File: src/i2p_pkg.sv
// Shared definitions for the infix to postfix converter: token and result
// codes, error codes and the command and status bundles between controller
// and datapath. No dependencies.
package i2p_pkg;

   // Default sizing, used by the top level's parameters.
   localparam int STACK_DEPTH_DEF = 16;
   localparam int VALUE_BITS_DEF  = 32;

   // Token kinds on the request side.
   localparam logic [3:0] TOK_NUMBER = 4'd0;
   localparam logic [3:0] TOK_OPEN   = 4'd1;
   localparam logic [3:0] TOK_CLOSE  = 4'd2;
   localparam logic [3:0] TOK_PLUS   = 4'd3;
   localparam logic [3:0] TOK_MINUS  = 4'd4;
   localparam logic [3:0] TOK_TIMES  = 4'd5;
   localparam logic [3:0] TOK_DIVIDE = 4'd6;
   localparam logic [3:0] TOK_MODULO = 4'd7;
   localparam logic [3:0] TOK_BANG   = 4'd8;
   localparam logic [3:0] TOK_TILDE  = 4'd9;
   localparam logic [3:0] TOK_CARET  = 4'd10;
   localparam logic [3:0] TOK_END    = 4'd11;

   // Result kinds. An operator's result kind is its token code less this offset.
   localparam logic [3:0] KIND_NUMBER = 4'd0;
   localparam logic [3:0] KIND_END    = 4'd9;
   localparam logic [3:0] KIND_OFFSET = 4'd2;

   // Error codes carried on each result.
   localparam logic [1:0] ERR_OK          = 2'd0;
   localparam logic [1:0] ERR_OPEN_CLOSE  = 2'd1;
   localparam logic [1:0] ERR_OPEN_LEFT   = 2'd2;
   localparam logic [1:0] ERR_OVERFLOW    = 2'd3;

   // Source of the next result loaded into the output register.
   typedef enum logic [1:0] {
      SEL_NONE = 2'd0,
      SEL_HOLD = 2'd1,
      SEL_NEW  = 2'd2
   } out_sel_type;

   // Commands from the controller to the datapath.
   typedef struct packed {
      logic        load;       // capture the accepted request
      logic        push;       // push the token onto the operator stack
      logic        pop;        // drop the top of the operator stack
      logic        hold_load;  // park a popped operator in the hold register
      out_sel_type out_sel;    // what goes to the output register
      logic        out_last;   // last flag of that result
      logic [3:0]  res_kind;   // kind of a new result
      logic [1:0]  res_err;    // error code of a new result
      logic        res_num;    // a new result carries the token's value
   } ctrl_cmd_type;

   // Status from the datapath to the controller.
   typedef struct packed {
      logic [3:0] tok_cmd;     // kind of the captured token
      logic [3:0] top;         // top of the operator stack
      logic       empty;
      logic       full;
      logic       hold_valid;  // a popped operator waits in the hold register
      logic       out_free;    // output register can take a result this cycle
   } dp_status_type;

endpackage

File: src/i2p_ram.sv
// Generic single-port-write, single-port-read RAM with registered read data.
// No dependencies.
module i2p_ram #(
   parameter int WIDTH = 4,
   parameter int DEPTH = 16,
   localparam int ADDR_BITS = (DEPTH > 1) ? $clog2(DEPTH) : 1
) (
   input  logic                 clock,
   input  logic                 wr_en,
   input  logic [ADDR_BITS-1:0] wr_addr,
   input  logic [WIDTH-1:0]     wr_data,
   input  logic [ADDR_BITS-1:0] rd_addr,
   output logic [WIDTH-1:0]     rd_data
);

   logic [WIDTH-1:0] mem_ff [DEPTH];
   logic [WIDTH-1:0] rd_data_ff;

   // Write port and registered read port.
   always_ff @(posedge clock) begin
      if (wr_en) begin
         mem_ff[wr_addr] <= wr_data;
      end
      rd_data_ff <= mem_ff[rd_addr];
   end

   assign rd_data = rd_data_ff;

endmodule

File: src/i2p_dpath.sv
// Datapath of the infix to postfix converter: token capture, operator stack
// (count plus RAM), hold register for popped operators and output register.
// Depends on i2p_pkg and i2p_ram.
module i2p_dpath #(
   parameter int STACK_DEPTH = i2p_pkg::STACK_DEPTH_DEF,
   parameter int VALUE_BITS  = i2p_pkg::VALUE_BITS_DEF
) (
   input  logic                   clock,
   input  logic                   reset,
   input  logic [3:0]             tok_cmd,
   input  logic [VALUE_BITS-1:0]  tok_value,
   input  i2p_pkg::ctrl_cmd_type  ctl,
   output i2p_pkg::dp_status_type st,
   output logic                   rsp_valid,
   input  logic                   rsp_ready,
   output logic [3:0]             rsp_kind,
   output logic [VALUE_BITS-1:0]  rsp_value,
   output logic [1:0]             rsp_err,
   output logic                   rsp_last
);

   import i2p_pkg::*;

   localparam int CNT_BITS  = $clog2(STACK_DEPTH + 1);
   localparam int ADDR_BITS = $clog2(STACK_DEPTH);

   logic [3:0]            cmd_ff;
   logic [VALUE_BITS-1:0] value_ff;
   logic [CNT_BITS-1:0]   count_ff, count_in;
   logic                  hold_valid_ff, hold_valid_in;
   logic [3:0]            hold_kind_ff;
   logic                  out_valid_ff, out_valid_in;
   logic [3:0]            out_kind_ff;
   logic [VALUE_BITS-1:0] out_value_ff;
   logic [1:0]            out_err_ff;
   logic                  out_last_ff;
   logic                  empty, full, out_free;
   logic [ADDR_BITS-1:0]  rd_addr;
   logic [3:0]            top;

   assign empty    = (count_ff == '0);
   assign full     = (count_ff == CNT_BITS'(STACK_DEPTH));
   assign out_free = !out_valid_ff || rsp_ready;

   // The read address follows the stack pointer; the RAM registers the read data.
   assign rd_addr = empty ? '0 : ADDR_BITS'(count_ff - 1'b1);

   i2p_ram #(
      .WIDTH(4),
      .DEPTH(STACK_DEPTH)
   ) u_stack (
      .clock  (clock),
      .wr_en  (ctl.push),
      .wr_addr(count_ff[ADDR_BITS-1:0]),
      .wr_data(cmd_ff),
      .rd_addr(rd_addr),
      .rd_data(top)
   );

   // Captured token.
   always_ff @(posedge clock) begin
      if (ctl.load) begin
         cmd_ff   <= tok_cmd;
         value_ff <= tok_value;
      end
   end

   // Stack pointer.
   always_comb begin
      count_in = count_ff;
      if (ctl.push) begin
         count_in = count_ff + 1'b1;
      end else if (ctl.pop) begin
         count_in = count_ff - 1'b1;
      end
   end

   // Hold register: a popped operator waits here until it is known whether
   // it ends the request's results.
   always_comb begin
      hold_valid_in = hold_valid_ff;
      if (ctl.hold_load) begin
         hold_valid_in = 1'b1;
      end else if (ctl.out_sel == SEL_HOLD) begin
         hold_valid_in = 1'b0;
      end
   end

   always_ff @(posedge clock) begin
      if (ctl.hold_load) begin
         hold_kind_ff <= top - KIND_OFFSET;
      end
   end

   // Output register valid.
   always_comb begin
      out_valid_in = out_valid_ff;
      if (ctl.out_sel != SEL_NONE) begin
         out_valid_in = 1'b1;
      end else if (rsp_ready) begin
         out_valid_in = 1'b0;
      end
   end

   // Output register payload.
   always_ff @(posedge clock) begin
      unique case (ctl.out_sel)
         SEL_HOLD: begin
            out_kind_ff  <= hold_kind_ff;
            out_value_ff <= '0;
            out_err_ff   <= ERR_OK;
            out_last_ff  <= ctl.out_last;
         end
         SEL_NEW: begin
            out_kind_ff  <= ctl.res_kind;
            out_value_ff <= ctl.res_num ? value_ff : '0;
            out_err_ff   <= ctl.res_err;
            out_last_ff  <= ctl.out_last;
         end
         default: begin
         end
      endcase
   end

   // Control state.
   always_ff @(posedge clock) begin
      if (reset) begin
         count_ff      <= '0;
         hold_valid_ff <= 1'b0;
         out_valid_ff  <= 1'b0;
      end else begin
         count_ff      <= count_in;
         hold_valid_ff <= hold_valid_in;
         out_valid_ff  <= out_valid_in;
      end
   end

   assign st.tok_cmd    = cmd_ff;
   assign st.top        = top;
   assign st.empty      = empty;
   assign st.full       = full;
   assign st.hold_valid = hold_valid_ff;
   assign st.out_free   = out_free;

   assign rsp_valid = out_valid_ff;
   assign rsp_kind  = out_kind_ff;
   assign rsp_value = out_value_ff;
   assign rsp_err   = out_err_ff;
   assign rsp_last  = out_last_ff;

endmodule

File: src/i2p_ctrl.sv
// Controller of the infix to postfix converter: accepts a request, waits for
// the top of the stack and sequences pops, pushes and results one per step.
// Depends on i2p_pkg.
module i2p_ctrl (
   input  logic                   clock,
   input  logic                   reset,
   input  logic                   req_valid,
   output logic                   req_ready,
   input  i2p_pkg::dp_status_type st,
   output i2p_pkg::ctrl_cmd_type  ctl
);

   import i2p_pkg::*;

   localparam logic [1:0] S_IDLE = 2'd0;
   localparam logic [1:0] S_LOOK = 2'd1;
   localparam logic [1:0] S_EVAL = 2'd2;

   logic [1:0] state_ff, state_in;
   logic       open_left_ff, open_left_in;

   // Decision for the current step.
   logic       pop_emit;   // emit the top operator and pop it, then look again
   logic       term_emit;  // emit a result that ends the request
   logic       drop_open;  // discard an open parenthesis during the flush
   logic       do_push;
   logic       do_pop;
   logic [3:0] res_kind;
   logic [1:0] res_err;
   logic       res_num;
   logic       pop_prec;

   // Whether the top of the stack leaves before an operator of this kind.
   always_comb begin
      if (st.tok_cmd <= TOK_MINUS) begin
         pop_prec = (st.top != TOK_OPEN);
      end else if (st.tok_cmd <= TOK_MODULO) begin
         pop_prec = (st.top >= TOK_TIMES) && (st.top <= TOK_CARET);
      end else begin
         pop_prec = (st.top >= TOK_BANG) && (st.top <= TOK_CARET);
      end
   end

   // Classify the step from the token and the top of the stack.
   always_comb begin
      pop_emit  = 1'b0;
      term_emit = 1'b0;
      drop_open = 1'b0;
      do_push   = 1'b0;
      do_pop    = 1'b0;
      res_kind  = KIND_NUMBER;
      res_err   = ERR_OK;
      res_num   = 1'b0;
      unique case (st.tok_cmd)
         TOK_NUMBER: begin
            term_emit = 1'b1;
            res_num   = 1'b1;
         end
         TOK_OPEN: begin
            if (st.full) begin
               term_emit = 1'b1;
               res_err   = ERR_OVERFLOW;
            end else begin
               do_push = 1'b1;
            end
         end
         TOK_CLOSE: begin
            if (st.empty) begin
               term_emit = 1'b1;
               res_err   = ERR_OPEN_CLOSE;
            end else if (st.top == TOK_OPEN) begin
               do_pop = 1'b1;
            end else begin
               pop_emit = 1'b1;
            end
         end
         TOK_PLUS, TOK_MINUS, TOK_TIMES, TOK_DIVIDE, TOK_MODULO,
         TOK_BANG, TOK_TILDE, TOK_CARET: begin
            if (!st.empty && pop_prec) begin
               pop_emit = 1'b1;
            end else if (st.full) begin
               term_emit = 1'b1;
               res_err   = ERR_OVERFLOW;
            end else begin
               do_push = 1'b1;
            end
         end
         TOK_END: begin
            if (st.empty) begin
               term_emit = 1'b1;
               res_kind  = KIND_END;
               res_err   = open_left_ff ? ERR_OPEN_LEFT : ERR_OK;
            end else if (st.top == TOK_OPEN) begin
               drop_open = 1'b1;
            end else begin
               pop_emit = 1'b1;
            end
         end
         default: begin
            // Unknown token kinds leave no trace.
         end
      endcase
   end

   // Sequencer.
   always_comb begin
      state_in     = state_ff;
      open_left_in = open_left_ff;
      req_ready    = 1'b0;
      ctl          = '0;
      ctl.out_sel  = SEL_NONE;
      ctl.res_kind = res_kind;
      ctl.res_err  = res_err;
      ctl.res_num  = res_num;
      unique case (state_ff)
         S_IDLE: begin
            req_ready = 1'b1;
            if (req_valid) begin
               ctl.load     = 1'b1;
               open_left_in = 1'b0;
               state_in     = S_LOOK;
            end
         end
         S_LOOK: begin
            state_in = S_EVAL;
         end
         S_EVAL: begin
            if (pop_emit) begin
               // The parked operator, if any, is known not to be last now.
               if (!st.hold_valid || st.out_free) begin
                  ctl.out_sel   = st.hold_valid ? SEL_HOLD : SEL_NONE;
                  ctl.hold_load = 1'b1;
                  ctl.pop       = 1'b1;
                  state_in      = S_LOOK;
               end
            end else if (drop_open) begin
               ctl.pop      = 1'b1;
               open_left_in = 1'b1;
               state_in     = S_LOOK;
            end else if (term_emit) begin
               // Release a parked operator first, then the final result.
               if (st.out_free) begin
                  if (st.hold_valid) begin
                     ctl.out_sel = SEL_HOLD;
                  end else begin
                     ctl.out_sel  = SEL_NEW;
                     ctl.out_last = 1'b1;
                     state_in     = S_IDLE;
                  end
               end
            end else begin
               // No result of its own: a parked operator becomes the last one.
               if (!st.hold_valid || st.out_free) begin
                  if (st.hold_valid) begin
                     ctl.out_sel  = SEL_HOLD;
                     ctl.out_last = 1'b1;
                  end
                  ctl.push = do_push;
                  ctl.pop  = do_pop;
                  state_in = S_IDLE;
               end
            end
         end
         default: begin
            state_in = S_IDLE;
         end
      endcase
   end

   always_ff @(posedge clock) begin
      if (reset) begin
         state_ff     <= S_IDLE;
         open_left_ff <= 1'b0;
      end else begin
         state_ff     <= state_in;
         open_left_ff <= open_left_in;
      end
   end

endmodule

File: src/infix_to_postfix_converter.sv
// Top level of the infix to postfix converter (shunting-yard over classified
// tokens). Depends on i2p_pkg, i2p_ctrl, i2p_dpath and i2p_ram.
//
//  Channel  Dir  Handshake            Payload
//  req_     in   req_tvalid/tready    tuser: token kind; tdata: number value
//  rsp_     out  rsp_tvalid/tready    tuser: result kind; tdata: value, error;
//                                     tlast: final result of a request
//
// A request is taken in idle, then waits in look for the stack RAM's
// registered read and is decided in evaluate; each operator popped and each
// open parenthesis dropped by an end token repeats look and evaluate, and an
// extra evaluate step releases a popped operator that meets a final result.
// Reset is synchronous and active high; the stack contents need no clearing.
// A stalled result port holds the sequencer only when a result must move;
// a new request is taken while the last result still waits in its register.
module infix_to_postfix_converter #(
   parameter int STACK_DEPTH = i2p_pkg::STACK_DEPTH_DEF,
   parameter int VALUE_BITS  = i2p_pkg::VALUE_BITS_DEF,
   localparam int REQ_BITS   = ((VALUE_BITS + 7) / 8) * 8,
   localparam int RSP_BITS   = ((VALUE_BITS + 2 + 7) / 8) * 8
) (
   input  logic                clock,
   input  logic                reset,
   input  logic                req_tvalid,
   output logic                req_tready,
   input  logic [REQ_BITS-1:0] req_tdata,   // number_value
   input  logic [3:0]          req_tuser,   // cmd
   output logic                rsp_tvalid,
   input  logic                rsp_tready,
   output logic [RSP_BITS-1:0] rsp_tdata,   // out_value, error_code
   output logic [3:0]          rsp_tuser,   // out_kind
   output logic                rsp_tlast    // last
);

   import i2p_pkg::*;

   ctrl_cmd_type          ctl;
   dp_status_type         st;
   logic [VALUE_BITS-1:0] rsp_value;
   logic [1:0]            rsp_err;

   i2p_ctrl u_ctrl (
      .clock    (clock),
      .reset    (reset),
      .req_valid(req_tvalid),
      .req_ready(req_tready),
      .st       (st),
      .ctl      (ctl)
   );

   i2p_dpath #(
      .STACK_DEPTH(STACK_DEPTH),
      .VALUE_BITS (VALUE_BITS)
   ) u_dpath (
      .clock    (clock),
      .reset    (reset),
      .tok_cmd  (req_tuser),
      .tok_value(req_tdata[VALUE_BITS-1:0]),
      .ctl      (ctl),
      .st       (st),
      .rsp_valid(rsp_tvalid),
      .rsp_ready(rsp_tready),
      .rsp_kind (rsp_tuser),
      .rsp_value(rsp_value),
      .rsp_err  (rsp_err),
      .rsp_last (rsp_tlast)
   );

   // Pack the result payload, value in the low bits, zero filled to bytes.
   assign rsp_tdata = RSP_BITS'({rsp_err, rsp_value});

endmodule

File: config.mk
export PLATFORM = sky130hd
export DESIGN_NAME = infix_to_postfix_converter
export DESIGN_NICKNAME = d
export VERILOG_FILES = /design/src/i2p_pkg.sv /design/src/i2p_ram.sv /design/src/i2p_dpath.sv /design/src/i2p_ctrl.sv /design/src/infix_to_postfix_converter.sv
export SDC_FILE = /design/constraint.sdc
export NUM_CORES = 1
export LEC_CHECK = 0
export ABC_AREA = 0
export BUFFER_PORTS_ARGS = -buffer_cell sky130_fd_sc_hd__buf_2
export CAP_MARGIN = 20
export CORE_MARGIN = 2
export CORE_UTILIZATION = 51
export DETAILED_ROUTE_END_ITERATION = 10
export GPL_TIMING_DRIVEN = 0
export PLACE_DENSITY = 0.72
export SLEW_MARGIN = 20
export SYNTH_ARGS = -nofsm -noshare
export SYNTH_HDL_FRONTEND = slang
export SYNTH_SLANG_ARGS = --single-unit
File: constraint.sdc
create_clock -name clock -period 7 [get_ports clock]
set_input_delay 1.4 -clock clock [delete_from_list [all_inputs] [get_ports clock]]
set_output_delay 1.4 -clock clock [all_outputs]
set_load 0.05 [all_outputs]
======== Yosys cells after proc, flatten, opt, wreduce, memory -nomap -nowiden ========
Memories as Yosys holds them, arrays and structs flattened. A register that Yosys moved wholly into a read port is not among the register bits.
Cells that the tools add are included.
word-level totals
  flip-flop bits (word level) ............. 89
  RAM bits ................................ 64
  bits of input ports ..................... 40
  output and inout port bits .............. 47
  memories kept ........................... 1
cells by class
  $add $sub $neg .......................... 3
  magnitude comparators ................... 5
  equal/unequal tests ..................... 25
  multiplexer cells ....................... 74
  bitwise logic cells ..................... 1
  reduce and logical (&&, ||, !) cells .... 23
memories
  name                    depth  bits a word  read ports  clocked after Yosys merged registers in  write ports  line           source
  u_dpath.u_stack.mem_ff  16     4            1           1                                        1            i2p_ram.sv:16  logic [WIDTH-1:0] mem_ff [DEPTH];
operators with widths
  kind                                                                     count
  32-bit one-hot mux with 2 select lines                                   1
  1-bit 2-to-1 mux                                                         36
  2-bit 2-to-1 mux                                                         18
  32-bit 2-to-1 mux                                                        1
  4-bit by 3-bit equality test with 1-bit output, second input constant    4
  4-bit equality test, second input constant                               4
  4-bit 2-to-1 mux                                                         4
  2-bit nonzero test                                                       6
  5-bit 2-to-1 mux                                                         2
  3-bit 2-to-1 mux                                                         3
  4-bit by 1-bit equality test with 1-bit output, second input constant    2
  4-bit by 2-bit equality test with 1-bit output, second input constant    2
  4-bit by 3-bit <= comparator with 1-bit output, second input constant    2
  4-bit by 1-bit inequality test with 1-bit output, second input constant  2
  2-bit one-hot mux with 4 select lines                                    1
  4-bit one-hot mux with 2 select lines                                    1
  8-bit OR reduction                                                       1
  6-bit 2-to-1 mux                                                         1
  1-bit one-hot mux with 2 select lines                                    3
  2-bit one-hot mux with 3 select lines                                    1
  5-bit by 1-bit adder with 5-bit output, second input constant            1
  5-bit equality test, second input constant                               1
  5-bit logical NOT                                                        1
  5-bit by 3-bit inequality test with 1-bit output, second input constant  1
  23 further kinds                                                         32

======== Depth between registers and ports, before layout ========
Gate-level depths: netlist of run 1.
  depth in word-level cells ............... 15
  mapped depth ............................ 15
  depth with buffers taken out ............ 12

======== Hierarchy ========
Synthesis of run 1 repeated with hierarchy kept, for this count alone.
unflattened totals
  cells, all modules ...................... 411
  area, all modules ....................... 6518.8 um^2
by module, submodules not included
  module                      times used  cells each  area each (um^2)  sequential area each (um^2)
  i2p_dpath                   1           187         3214.3            2512.4
  i2p_ram                     1           130         2666.3            2001.9
  i2p_ctrl                    1           87          589.3             60.1
  infix_to_postfix_converter  1           7           48.8              0.0

======== Least setup slack after synthesis of run 1 ========
OpenSTA, ideal clock, no wires.
  path kind ............................... register -> register
  from .................................... register u_dpath.count_ff[0]
  to ...................................... register u_dpath.out_err_ff[0] (netlist: u_dpath.rsp_err[0]) (enable)
  library setup time ...................... 0.395 ns
  arrival time ............................ 3.580 ns
  slack ................................... 3.025 ns
  stages on the path, launching flop included .. 12
  period minus slack after synthesis ...... 3.975 ns
  path through ............................ dfxtp_1 -> clkbuf_1 -> inv_1 -> clkbuf_1 -> ha_1 -> or4b_1 -> nor4_1 -> a21oi_1 -> o21ai_1 -> a21oi_1 -> or3_1 -> ha_1
on the way
  cells in the longest elaborated chain, start to end .. 11
  elaborated cells on any way between the ends .. 20
  those cells by class .................... eq/ne (3); mux (13); reduce/logical (4)
RTL lines
  element                                                                                       line              source
  start: declaration                                                                            i2p_dpath.sv:29   logic [CNT_BITS-1:0] count_ff, count_in;
  start signal: assignment                                                                      i2p_dpath.sv:132  count_ff <= count_in;
  5-bit logical NOT                                                                             i2p_dpath.sv:41   assign empty = (count_ff == '0);
  1-bit logical NOT                                                                             i2p_ctrl.sv:79    if (!st.empty && pop_prec) begin
  1-bit logical AND                                                                             i2p_ctrl.sv:79
  1-bit 2-to-1 mux                                                                              i2p_ctrl.sv:79
  1-bit one-hot mux with 4 select lines                                                         i2p_ctrl.sv:54    unique case (st.tok_cmd)
  3-bit 2-to-1 mux                                                                              i2p_ctrl.sv:140   end else if (term_emit) begin
  3-bit 2-to-1 mux                                                                              i2p_ctrl.sv:136   end else if (drop_open) begin
  2-bit 2-to-1 mux (*)                                                                          i2p_ctrl.sv:128   if (pop_emit) begin
  6-bit 2-to-1 mux (*)                                                                          i2p_ctrl.sv:115   unique case (state_ff)
  2-bit equality test / 2-bit by 1-bit equality test with 1-bit output (equally long branches)  i2p_dpath.sv:107  unique case (ctl.out_sel)
  2-bit nonzero test (no source line) (*)                                                       -
  end signal: assignment                                                                        i2p_dpath.sv:117  out_err_ff <= ctl.res_err;
  end: declaration                                                                              i2p_dpath.sv:35   logic [1:0] out_err_ff;
Every way passes the cells marked *; elsewhere a longest branch is shown, timed or not.
A chain may end at the register's enable or synchronous reset.

======== Final worst setup path of run 1 ========
  from .................................... register u_dpath.count_ff[0]
  to ...................................... register u_dpath.out_value_ff[6] (netlist: u_dpath.rsp_value[6]) (data pin)
on the way
  cells in the longest elaborated chain, start to end .. 11
  elaborated cells on any way between the ends .. 20
  those cells by class .................... eq/ne (3); mux (14); reduce/logical (3)
RTL lines
  element                                                                                       line              source
  5-bit logical NOT                                                                             i2p_dpath.sv:41
  1-bit logical NOT                                                                             i2p_ctrl.sv:79
  1-bit logical AND                                                                             i2p_ctrl.sv:79
  1-bit 2-to-1 mux                                                                              i2p_ctrl.sv:79
  1-bit one-hot mux with 4 select lines                                                         i2p_ctrl.sv:54
  3-bit 2-to-1 mux                                                                              i2p_ctrl.sv:140
  3-bit 2-to-1 mux                                                                              i2p_ctrl.sv:136
  2-bit 2-to-1 mux (*)                                                                          i2p_ctrl.sv:128
  6-bit 2-to-1 mux (*)                                                                          i2p_ctrl.sv:115
  2-bit equality test / 2-bit by 1-bit equality test with 1-bit output (equally long branches)  i2p_dpath.sv:107
  32-bit one-hot mux with 2 select lines (*)                                                    i2p_dpath.sv:107
  end signal: assignment                                                                        i2p_dpath.sv:116  out_value_ff <= ctl.res_num ? value_ff : '0;
  end: declaration                                                                              i2p_dpath.sv:34   logic [VALUE_BITS-1:0] out_value_ff;
Marks and branches as above.

==> results of run 1 <==
## worst max path at each step
| stage | cells after the start | endpoint | from | slack [ps] |
|---|---|---|---|---|
| after global placement | 10 | u_dpath.rsp_value[15] | u_dpath.count_ff[0] | 2130 |
| after detailed placement | 14 | u_dpath.rsp_value[4] | u_dpath.count_ff[0] | 2580 |
| after CTS | 14 | u_dpath.rsp_value[6] | u_dpath.count_ff[0] | 2510 |
| after global routing | 14 | u_dpath.rsp_value[6] | u_dpath.count_ff[0] | 2120 |
| after floorplan | 11 | u_dpath.rsp_err[0] | u_dpath.count_ff[0] | 3020 |
| final | 14 | u_dpath.rsp_value[6] | u_dpath.count_ff[0] | 2480 |
## cell usage in the layout, fill, tap and decap left out, drive strengths merged, types with 14 or more instances in the layout
cell type	count
nor2	31
inv	24
mux2i	22
or3	19
dfxtp	14
buf	90
nor2b	14
o21ai	27
clkbuf	39
edfxtp	143
nand2	15
and2	33
a21oi	19
## synthesized netlist by cell type, types with 4 or more instances
cell,count,share of area (%)
nor3_1,10,0.76
inv_1,16,0.91
nand2b_1,11,1.0
buf_4,6,0.68
nand2_1,15,0.85
and2_1,33,3.1
nand3_1,4,0.30
a21oi_1,19,1.4
o211ai_1,11,1.2
nor2b_1,14,1.3
or3_1,19,1.8
nor2_1,31,1.8
clkbuf_1,21,1.2
a211oi_1,9,1.0
ha_1,10,1.9
mux2i_1,22,3.3
edfxtp_1,143,65
o21ai_0,25,1.9
dfxtp_1,14,4.2
## per-layer routing
layer,share of wire (%),wire (µm)
met5,0,0
met4,1.9,246
met2,50,6614
met1,42,5470
met3,5.9,777
## final cells by class
type                    count  area (µm²)
inverters                  18       67.56
clock inverters            14       181.4
well taps                 172       215.2
fillers                   990        4768
repair buffers             81       427.9
multi-input cells         286        1868
clock buffers              18       429.2
flip-flops and latches    157        4574
plain buffers              30       138.9
## cell families after synthesis
kind of cell	count (synthesis)	synth area share, %
flip-flops	157	69.09
AND/OR/NAND/NOR	156	13.27
AO/OA/AOI/OAI	86	8.390
buffers and inverters	48	3.118
multiplexers	24	3.666
adder cells (fa/ha/maj)	10	1.890
XOR/XNOR	4	0.5292
other	1	0.05663
## report_power, final
| group | switching (mW) | internal (mW) | total (mW) |
|---|---|---|---|
| clock network | 0.374 | 0.568 | 0.942 |
| logic | 0.0564 | 0.0309 | 0.0873 |
| registers | 0.0136 | 1.04 | 1.05 |
| total | 0.444 | 1.64 | 2.08 |
## through the flow
stage	area [µm²]	instances	utilization, %
final	7903	776	62.37
after global routing	7903	776	62.37
after CTS	7896	776	62.32
after detailed placement	7286	744	57.50
after global placement	7256	743	57.26
after floorplan	6640	491	-
## registers in the layout, indices dropped and copies added, names as in the netlist
| register | cells |
|---|---|
| u_dpath.hold_valid_ff | 1 |
| u_dpath.u_stack.mem_ff | 64 |
| u_dpath.value_ff | 32 |
| u_dpath.hold_kind_ff | 4 |
| u_dpath.rsp_err | 2 |
| u_dpath.cmd_ff | 4 |
| u_dpath.rsp_value | 32 |
| u_dpath.rsp_last | 1 |
| u_dpath.rsp_kind | 4 |
| u_dpath.u_stack.rd_data | 4 |
| u_ctrl.state_ff | 2 |
| u_ctrl.open_left_ff | 1 |
| u_dpath.rsp_valid | 1 |
| u_dpath.count_ff | 5 |
==> out/summary.txt, run 1 <==
outcome - completed
max incr delay on CP - 560 ps
RSZ-0062 raised after global routing - no
slowest stage cell, crit path - nor4b_2
final slew viol count - 0
WP data arrival - 4810 ps
Worst Max-Slew Pin Slew - 762.8 ps
area of the die - 13910 µm²
core region area - 12670 µm²
via count - 4154
synth unique cells - 52
Fin Hold WS - 496.4 ps
mapped cell area - 6621 µm²
Final TNS setup - 0 ps
Final HPWL DP - 8.949 mm
cts repair resizes - 0
critical path startpoint category - flop
average cell area after synthesis - 13.62 µm²
DRT antenna net count - 0
maxcap violations - 0
largest net degree at the start of global routing - 37
WHS Path Cells - 0
postcts setup bufs - 0
first-pass GRT wire length - 21.29 mm
GRT Total Usage - 19.89%
Initial Utilization - 52.26%
Final Setup Violations - 0
cts bufs inserted - 17
WL final - 13.11 mm
Hold EP - u_dpath.hold_kind_ff[0]
root buffer cell - clkbuf_16
pwr/cell area - 263.6 nW/µm²
area grow syn2layout - 19.35%
total chip power - 2.083 mW
Worst R2R Start - u_dpath.count_ff[0]
Die W - 117.9 µm
ys flop type - edfxtp_1
Crit path max-delay family - simple AND/OR/NAND/NOR gates
number of global-route vias before repair - 4231
synth warn - 0
setup ws final - 2479 ps
crit path time final - 4521 ps
DP Worst Slack - 2579 ps
Crit Path Category - reg2reg
met3 Track Usage GR - 4.845%
Reg2Reg Depth - 14
Worst Hold Class - reg2reg
Ports - 87
Routability Congestion - 0.9228
grt total ovfl - 0
critical path peak fanout - 12
most used cell, CP - clkbuf_1
# DRC - 0
initial antenna violation count - 0
leak pwr - 2.980 nW
number of DRC markers in iteration 0 - 342
maximum vdd drop - 0.0001853 V
Crit path buffers/inverters - 5
final hold vios - 0
fraction of registers with async set/reset - 0%
met2 usage - 33.28%
WL/cell - 16.89 µm
Post-CTS Hold Fix Bufs - 0
Post-synth EDFFs - 143
Initial DRT Pass Iterations - 5
FF+latch count, synth - 157
layout cells sized above 1 - 22.02%
Reg-to-Reg End - u_dpath.rsp_value[6]
register area share after synthesis - 69.09%
CP required - 7280 ps
CTS sink cnt - 157
Slew headroom - 49.07%
Mapped Cells - 486
Fmax achieved - 0.2212 GHz
clk_skew - 6.660 ps
beginning of the worst hold path - u_dpath.u_stack.rd_data[0]
Clock transition at path regs - 60 ps
Bufs on Longest Clock Path - 2
Die Y - 117.9 µm
IO Port Bufs - 80
CP endpoint kind - flop
R2R Setup Slk - 2480 ps
period utilization - 64.58%
worst skew pair latency - 420 ps
grt met1 use - 25.12%
CTS tree - done
# nets final - 641
DR vias/cell - 5.353
Rows - 41
gr busiest metal - met2
H-tree depth - 4
worst path cell trace - clkbuf_1 -> inv_1 -> clkbuf_1 -> ha_1 -> nor4b_2 -> nor3_1 -> nor2_1 -> nand2_1 -> or3_1 -> inv_2 -> ha_1 -> and3_1 -> clkbuf_1 -> and2_1
# diodes - 0
No activity file was read; power rests on OpenSTA's default activity.
==> run 2: changes to the inputs <==
- ABC_AREA: 0 -> 1
- PLACE_DENSITY: 0.72 -> 0.75
- clock period: 7 -> 3.8 ns (I/O delays scaled with it)
==> run 2 against run 1 <==
Against the previous run: cell area decreased by 0.40%; wire length decreased by 0.56%; sequential share of layout area increased by 0.23 points; combinational power increased to 8.3 times the previous value; die area decreased by 0.11%; power increased by 110%; global-route usage increased by 0.17 points; synthesized cell count increased by 15%; clock-buffer cell count unchanged; largest power group unchanged.
==> out/summary.txt, run 2 <==
Worst Hold Class - reg2reg
met2 WL post-DR - 6.816 mm
CP required - 3950 ps
Ports - 87
WL final - 13.04 mm
CP endpoint kind - flop
Finished Cell Area - 7871 µm²
multi-input combinational cell area - 1635 µm²
critical path startpoint category - flop
max reg flops - 64
Bufs on Longest Clock Path - 2
Final TNS setup - 0 ps
WL/cell - 15.35 µm
# DRC - 0
H-tree depth - 4
final slew viol count - 0
maxcap violations - 0
cts repair resizes - 0
post-synthesis compound-gate area fraction - 6.016%
share of the synthesized area in the top cell type - 64.93%
first-pass GRT wire length - 21.49 mm
Die Y - 117.9 µm
setup ws final - 483.1 ps
Worst Max-Slew Pin Slew - 777.7 ps
layout cells sized above 1 - 21.71%
postcts setup bufs - 0
ys flop type - edfxtp_1
Post-synth EDFFs - 143
Mapped Cells - 559
mux cell area share after synthesis - 0%
Crit Path Category - reg2reg
fillers - 965
crit path time final - 3317 ps
IO Port Bufs - 79
Post-Synth XOR/XNOR Area - 0.9270%
synth top area cells - edfxtp_1, nand2_1, dfxtp_1
critical path peak fanout - 12
Sw Pwr - 1.197 mW
Largest Register - u_dpath.u_stack.mem_ff
worst skew pair latency - 420 ps
number of global-route vias before repair - 4338
GRT Total Usage - 20.06%
switching share of power - 27.36%
maximum vdd drop - 0.0004541 V
beginning of the worst hold path - u_dpath.u_stack.rd_data[0]
Worst R2R Start - u_dpath.count_ff[0]
# diodes - 0
largest net degree at the start of global routing - 33
initial antenna violation count - 0
cts bufs inserted - 17
placed standard-cell area - 7301 µm²
internal power - 3.178 mW
via count - 4367
Routability Congestion - 0.9147
area of the die - 13900 µm²
leading cell type in the layout, fill and taps excluded - edfxtp_1
leak pwr - 3.056 nW
fraction of registers with async set/reset - 0%
RSZ-0062 raised after global routing - no
clock power share - 37.1%
top sig layer - met4
DP Worst Slack - 489.0 ps
grt total ovfl - 0
Final HPWL DP - 8.861 mm
register area share after synthesis - 69.16%
Critical Path Source - u_dpath.count_ff[0]
largest area contributor in the netlist - edfxtp_1
number of DRC markers in iteration 0 - 353
Die W - 117.9 µm
CTS tree - done
commonest cells after routing, fill and taps aside - edfxtp_1, buf_2, nand2_1
mapped cell area - 6614 µm²
synthesized-area fraction occupied by adder cells - 1.892%
Clock transition at path regs - 60 ps
period utilization - 87.29%
Fin Hold WS - 493.2 ps
Initial Utilization - 52.41%
DR vias/cell - 5.144
Post-Place Cells - 817
Rows - 41
Layout Cells excl Fill - 849
register area - 4574 µm²
root buffer cell - clkbuf_16
top-count cell post-synth - edfxtp_1
Post-CTS Hold Fix Bufs - 0
WP data arrival - 3470 ps
met1 WL - 5.306 mm
Post-synth top cells - edfxtp_1, nand2_1, inv_1
# nets final - 714
Final Setup Violations - 0
Initial DRT Pass Iterations - 5
CTS sink cnt - 157
area grow syn2layout - 19.01%
met3 wire len - 714 µm
largest family of logic cells by synthesized area - simple AND/OR/NAND/NOR gates
Comb power frac - 16.5%
final hold vios - 0
FF+latch count, synth - 157
outcome - completed
core region area - 12620 µm²
synth warn - 0
sequential share of power - 46.4%
Slew headroom - 48.16%
Post-Synth Simple-Gate Area - 15.40%
DRT antenna net count - 0
Fmax achieved - 0.3015 GHz
pwr/cell area - 555.7 nW/µm²
synth unique cells - 35
clk_skew - 7.315 ps
average cell area after synthesis - 11.83 µm²
## run 2: cell types whose count changed after synthesis, sizes merged, moves of 10 or more
cell,before,now
inv,18,77
nand2b,11,0
nand2,15,85
or3,19,0
or2,2,20
and2,33,1
nor2,31,74
o211ai,11,21
clkbuf,21,4
nand3,4,33
nor2b,14,0
mux2i,22,0
## run 2: routing by layer
layer,vias to the layer above,global-route usage (%)
met3,18,5.087
met2,160,34.74
met4,0,7.154
met5,-,0
li1,2100,-
met1,2089,24.38
## run 2: final cells by class
cell class | instances | share of cell area [%]
Clock buffer | 18 | 5.452
Multi-Input combinational cell | 308 | 20.78
Buffer | 20 | 1.717
Inverter | 79 | 3.783
Clock inverter | 14 | 1.796
Tap cell | 172 | 2.734
Timing Repair Buffer | 81 | 5.627
Sequential cell | 157 | 58.11
## run 2: through the flow
step / utilization, % / power, mW
4_1_cts: 62.37 / 4.385
3_3_place_gp: 57.40 / 2.733
3_5_place_dp: 57.85 / 2.770
2_1_floorplan: - / 2.566
6_report: 62.37 / 4.374
5_1_grt: 62.37 / 4.554
## run 2: critical path: stages (launching register included)
cell      delay, ps
dfxtp_1         400
clkinv_1        390
ha_1            390
inv_1           160
nor2_8           80
nand2_2          90
nor2_1           70
nor2_1          170
nand3_1         140
nand3_1         130
nor2_1           60
ha_1            250
nand2_1         230
clkbuf_1        400
nor2_1           90
## run 2: final timing paths
check | to | slack [ps] | cells after the start
max | u_dpath.rsp_value[6] | 480 | 14
max reg2reg | u_dpath.rsp_value[6] | 480 | 14
min | u_dpath.hold_kind_ff[0] | 490 | 0
min reg2reg | u_dpath.hold_kind_ff[0] | 490 | 0
## run 2: cells by family (layout without fill, tap and decap cells)
| kind of cell | Yosys count | in the layout |
|---|---|---|
| AOI/OAI and AO/OA | 64 | 64 |
| DFF | 157 | 157 |
| adders and majority gates | 10 | 10 |
| and+or+nand+nor | 221 | 221 |
| other | 1 | 6 |
| buffers and inverters | 99 | 212 |
| xor gates and xnor gates | 7 | 7 |
## run 2: power groups by stage
stage	combinational, mW	sequential [mW]	clock (mW)
floorplan	0.482	2.08	0
global route	0.810	2.04	1.71
finish	0.724	2.03	1.62
CTS	0.716	2.03	1.64
detailed placement	0.706	2.06	0
global placement	0.671	2.06	0
==> run 3: changes to the inputs <==
- PLACE_DENSITY: 0.75 -> 0.74
- SYNTH_HIERARCHICAL: default -> 1
==> run 3 against run 2 <==
Against the previous run: first-iteration DRC count shrank 4.8%; sequential power up 4%; fmax decreased by 0.53%; final cell count rose by 10%; die area up 3.3%; wire length increased by 2.9%; clock-buffer cell count decreased by 1; via count grew 5.0%; largest cell class unchanged; largest power group unchanged; highest routed layer unchanged.
==> out/summary.txt, run 3 <==
max incr delay on CP - 900 ps
Initial DRT Pass Iterations - 5
period utilization - 87.75%
critical path peak fanout - 20
Critical Path Source - u_dpath/cmd_ff[2]
Ports - 87
Initial Utilization - 51.88%
CP endpoint kind - flop
Crit path max-delay family - simple AND/OR/NAND/NOR gates
Slew headroom - 43.69%
max reg flops - 64
number of DRC markers in iteration 0 - 336
GRT Total Usage - 19.70%
# DRC - 0
WHS Path Cells - 0
layout cells sized above 1 - 23.26%
DR vias/cell - 4.894
share of the synthesized area in the top cell type - 62.75%
largest net degree at the start of global routing - 33
number of global-route vias before repair - 4672
area of the die - 14360 µm²
area grow syn2layout - 19.31%
maxcap violations - 0
grt total ovfl - 0
Hold EP - u_dpath/hold_kind_ff[0]
pwr/cell area - 684.2 nW/µm²
R2R Setup Slk - 470 ps
synth top area cells - edfxtp_1, nand2_1, inv_1
Post-synth top cells - edfxtp_1, nand2_1, inv_1
Crit Path Category - reg2reg
Die Y - 119.8 µm
synth unique cells - 34
critical path startpoint category - flop
Post-synth EDFFs - 143
crit path time final - 3335 ps
Crit path buffers/inverters - 0
H-tree depth - 4
Post-CTS Hold Fix Bufs - 0
Mapped Cells - 639
WL final - 13.41 mm
CTS sink cnt - 157
Worst Max-Slew Pin Slew - 844.7 ps
Final TNS setup - 0 ps
final hold vios - 0
FF+latch count, synth - 157
top-count cell post-synth - edfxtp_1
leading cell type in the layout, fill and taps excluded - edfxtp_1
multi-input combinational cell area - 1585 µm²
Critical Path Stages - 8
Clock transition at path regs - 70 ps
commonest cells after routing, fill and taps aside - edfxtp_1, nand2_1, inv_1
slowest stage cell, crit path - edfxtp_1
Routability Congestion - 0.8579
Reg-to-Reg End - u_dpath/u_stack/mem_ff[15][2]
average cell area after synthesis - 10.71 µm²
WL/cell - 14.31 µm
beginning of the worst hold path - u_dpath/u_stack/rd_data[0]
via count - 4586
total chip power - 5.586 mW
Worst R2R Start - u_dpath/cmd_ff[2]
Die W - 119.8 µm
synth warn - 6
initial antenna violation count - 0
Final Setup Violations - 0
Reg2Reg Depth - 8
fillers - 1012
CP required - 3860 ps
fraction of registers with async set/reset - 0%
maximum vdd drop - 0.0003634 V
register area - 4574 µm²
cts repair resizes - 0
Largest Register - u_dpath/u_stack/mem_ff
clk_skew - 8.765 ps
postcts setup bufs - 0
first-pass GRT wire length - 21.75 mm
worst skew pair latency - 420 ps
Bufs on Longest Clock Path - 2
Fmax achieved - 0.2999 GHz
mapped cell area - 6843 µm²
Worst Hold Class - reg2reg
largest area contributor in the netlist - edfxtp_1
core region area - 13190 µm²
ys flop type - edfxtp_1
RSZ-0062 raised after global routing - no
outcome - completed
leak pwr - 3.719 nW
root buffer cell - clkbuf_16
Final HPWL DP - 9.241 mm
# diodes - 0
final slew viol count - 0
IO Port Bufs - 80
Rows - 42
WP data arrival - 3390 ps
# nets final - 794
DRT antenna net count - 0
register area share after synthesis - 66.85%
CTS tree - done
cts bufs inserted - 17
worst path cell trace - nor2_2 -> nand3_1 -> nand2_1 -> nand3_4 -> nand2_1 -> nor4_2 -> nand3_1 -> nor2_1
-- run 3: cell types whose count changed after synthesis, sizes merged, moves of 6 or more --
cell / change
buf: +14
inv: +50
nand2: +45
nand3: +32
nor2: +8
o211ai: -20
o21ai: -19
o221ai: -6
or2: -19
-- run 3: power by group --
group	switching (mW)	internal [mW]
Combinational	1.14	0.598
Sequential	0.0874	2.02
Clock	0.734	1.01
-- run 3: metal layers --
layer,wire length (µm),track usage [%],vias to the layer above,share of wire (%)
li1,-,-,2248,-
met1,5671,23.63,2164,42
met2,6817,33.89,145,51
met3,659,4.278,29,4.9
met4,261,9.338,0,1.9
met5,0,0,-,0
-- run 3: worst max path at each step --
stage / end / slack (ps)
6_report: u_dpath/u_stack/mem_ff[15][2] / 470
5_1_grt: u_dpath/u_stack/mem_ff[15][2] / 170
4_1_cts: u_dpath/u_stack/mem_ff[15][2] / 480
3_5_place_dp: u_dpath/u_stack/mem_ff[15][1] / 510
3_3_place_gp: u_dpath/value_ff[8] / -1160
2_1_floorplan: u_dpath/cmd_ff[0] / 10
-- run 3: cells by family (layout without fill, tap and decap cells) --
group                      after synthesis  after routing  share of synthesized area [%]
DFF                                    157            157                          66.85
buffers and inverters                  157            273                          10.51
AOI/OAI and AO/OA                       22             22                          1.957
and+or+nand+nor                        287            287                          18.19
muxes                                    4              4                         0.6582
other                                    2              8                         0.1098
adders and majority gates                6              6                          1.097
xor gates and xnor gates                 4              4                         0.6218
-- run 3: cell type report --
cell class	instances	area share, %
Clock buffer	17	5.211
Multi-Input combinational cell	331	19.42
Clock inverter	15	2.406
Tap cell	176	2.697
Buffer	30	2.881
Timing Repair Buffer	84	5.425
Inverter	127	5.931
Sequential cell	157	56.03
-- run 3: stage by stage --
step	util (%)	cells	worst slack, ps	hold WS, ps	cell area (µm²)
floorplan	-	645	9.681	430.5	6865
global placement	56.75	901	-1162	449.7	7486
detailed placement	57.18	905	514.3	452.6	7542
CTS	61.90	937	476.4	479.3	8164
global route	61.90	937	168.3	489.4	8164
finish	61.90	937	465.5	485.9	8164
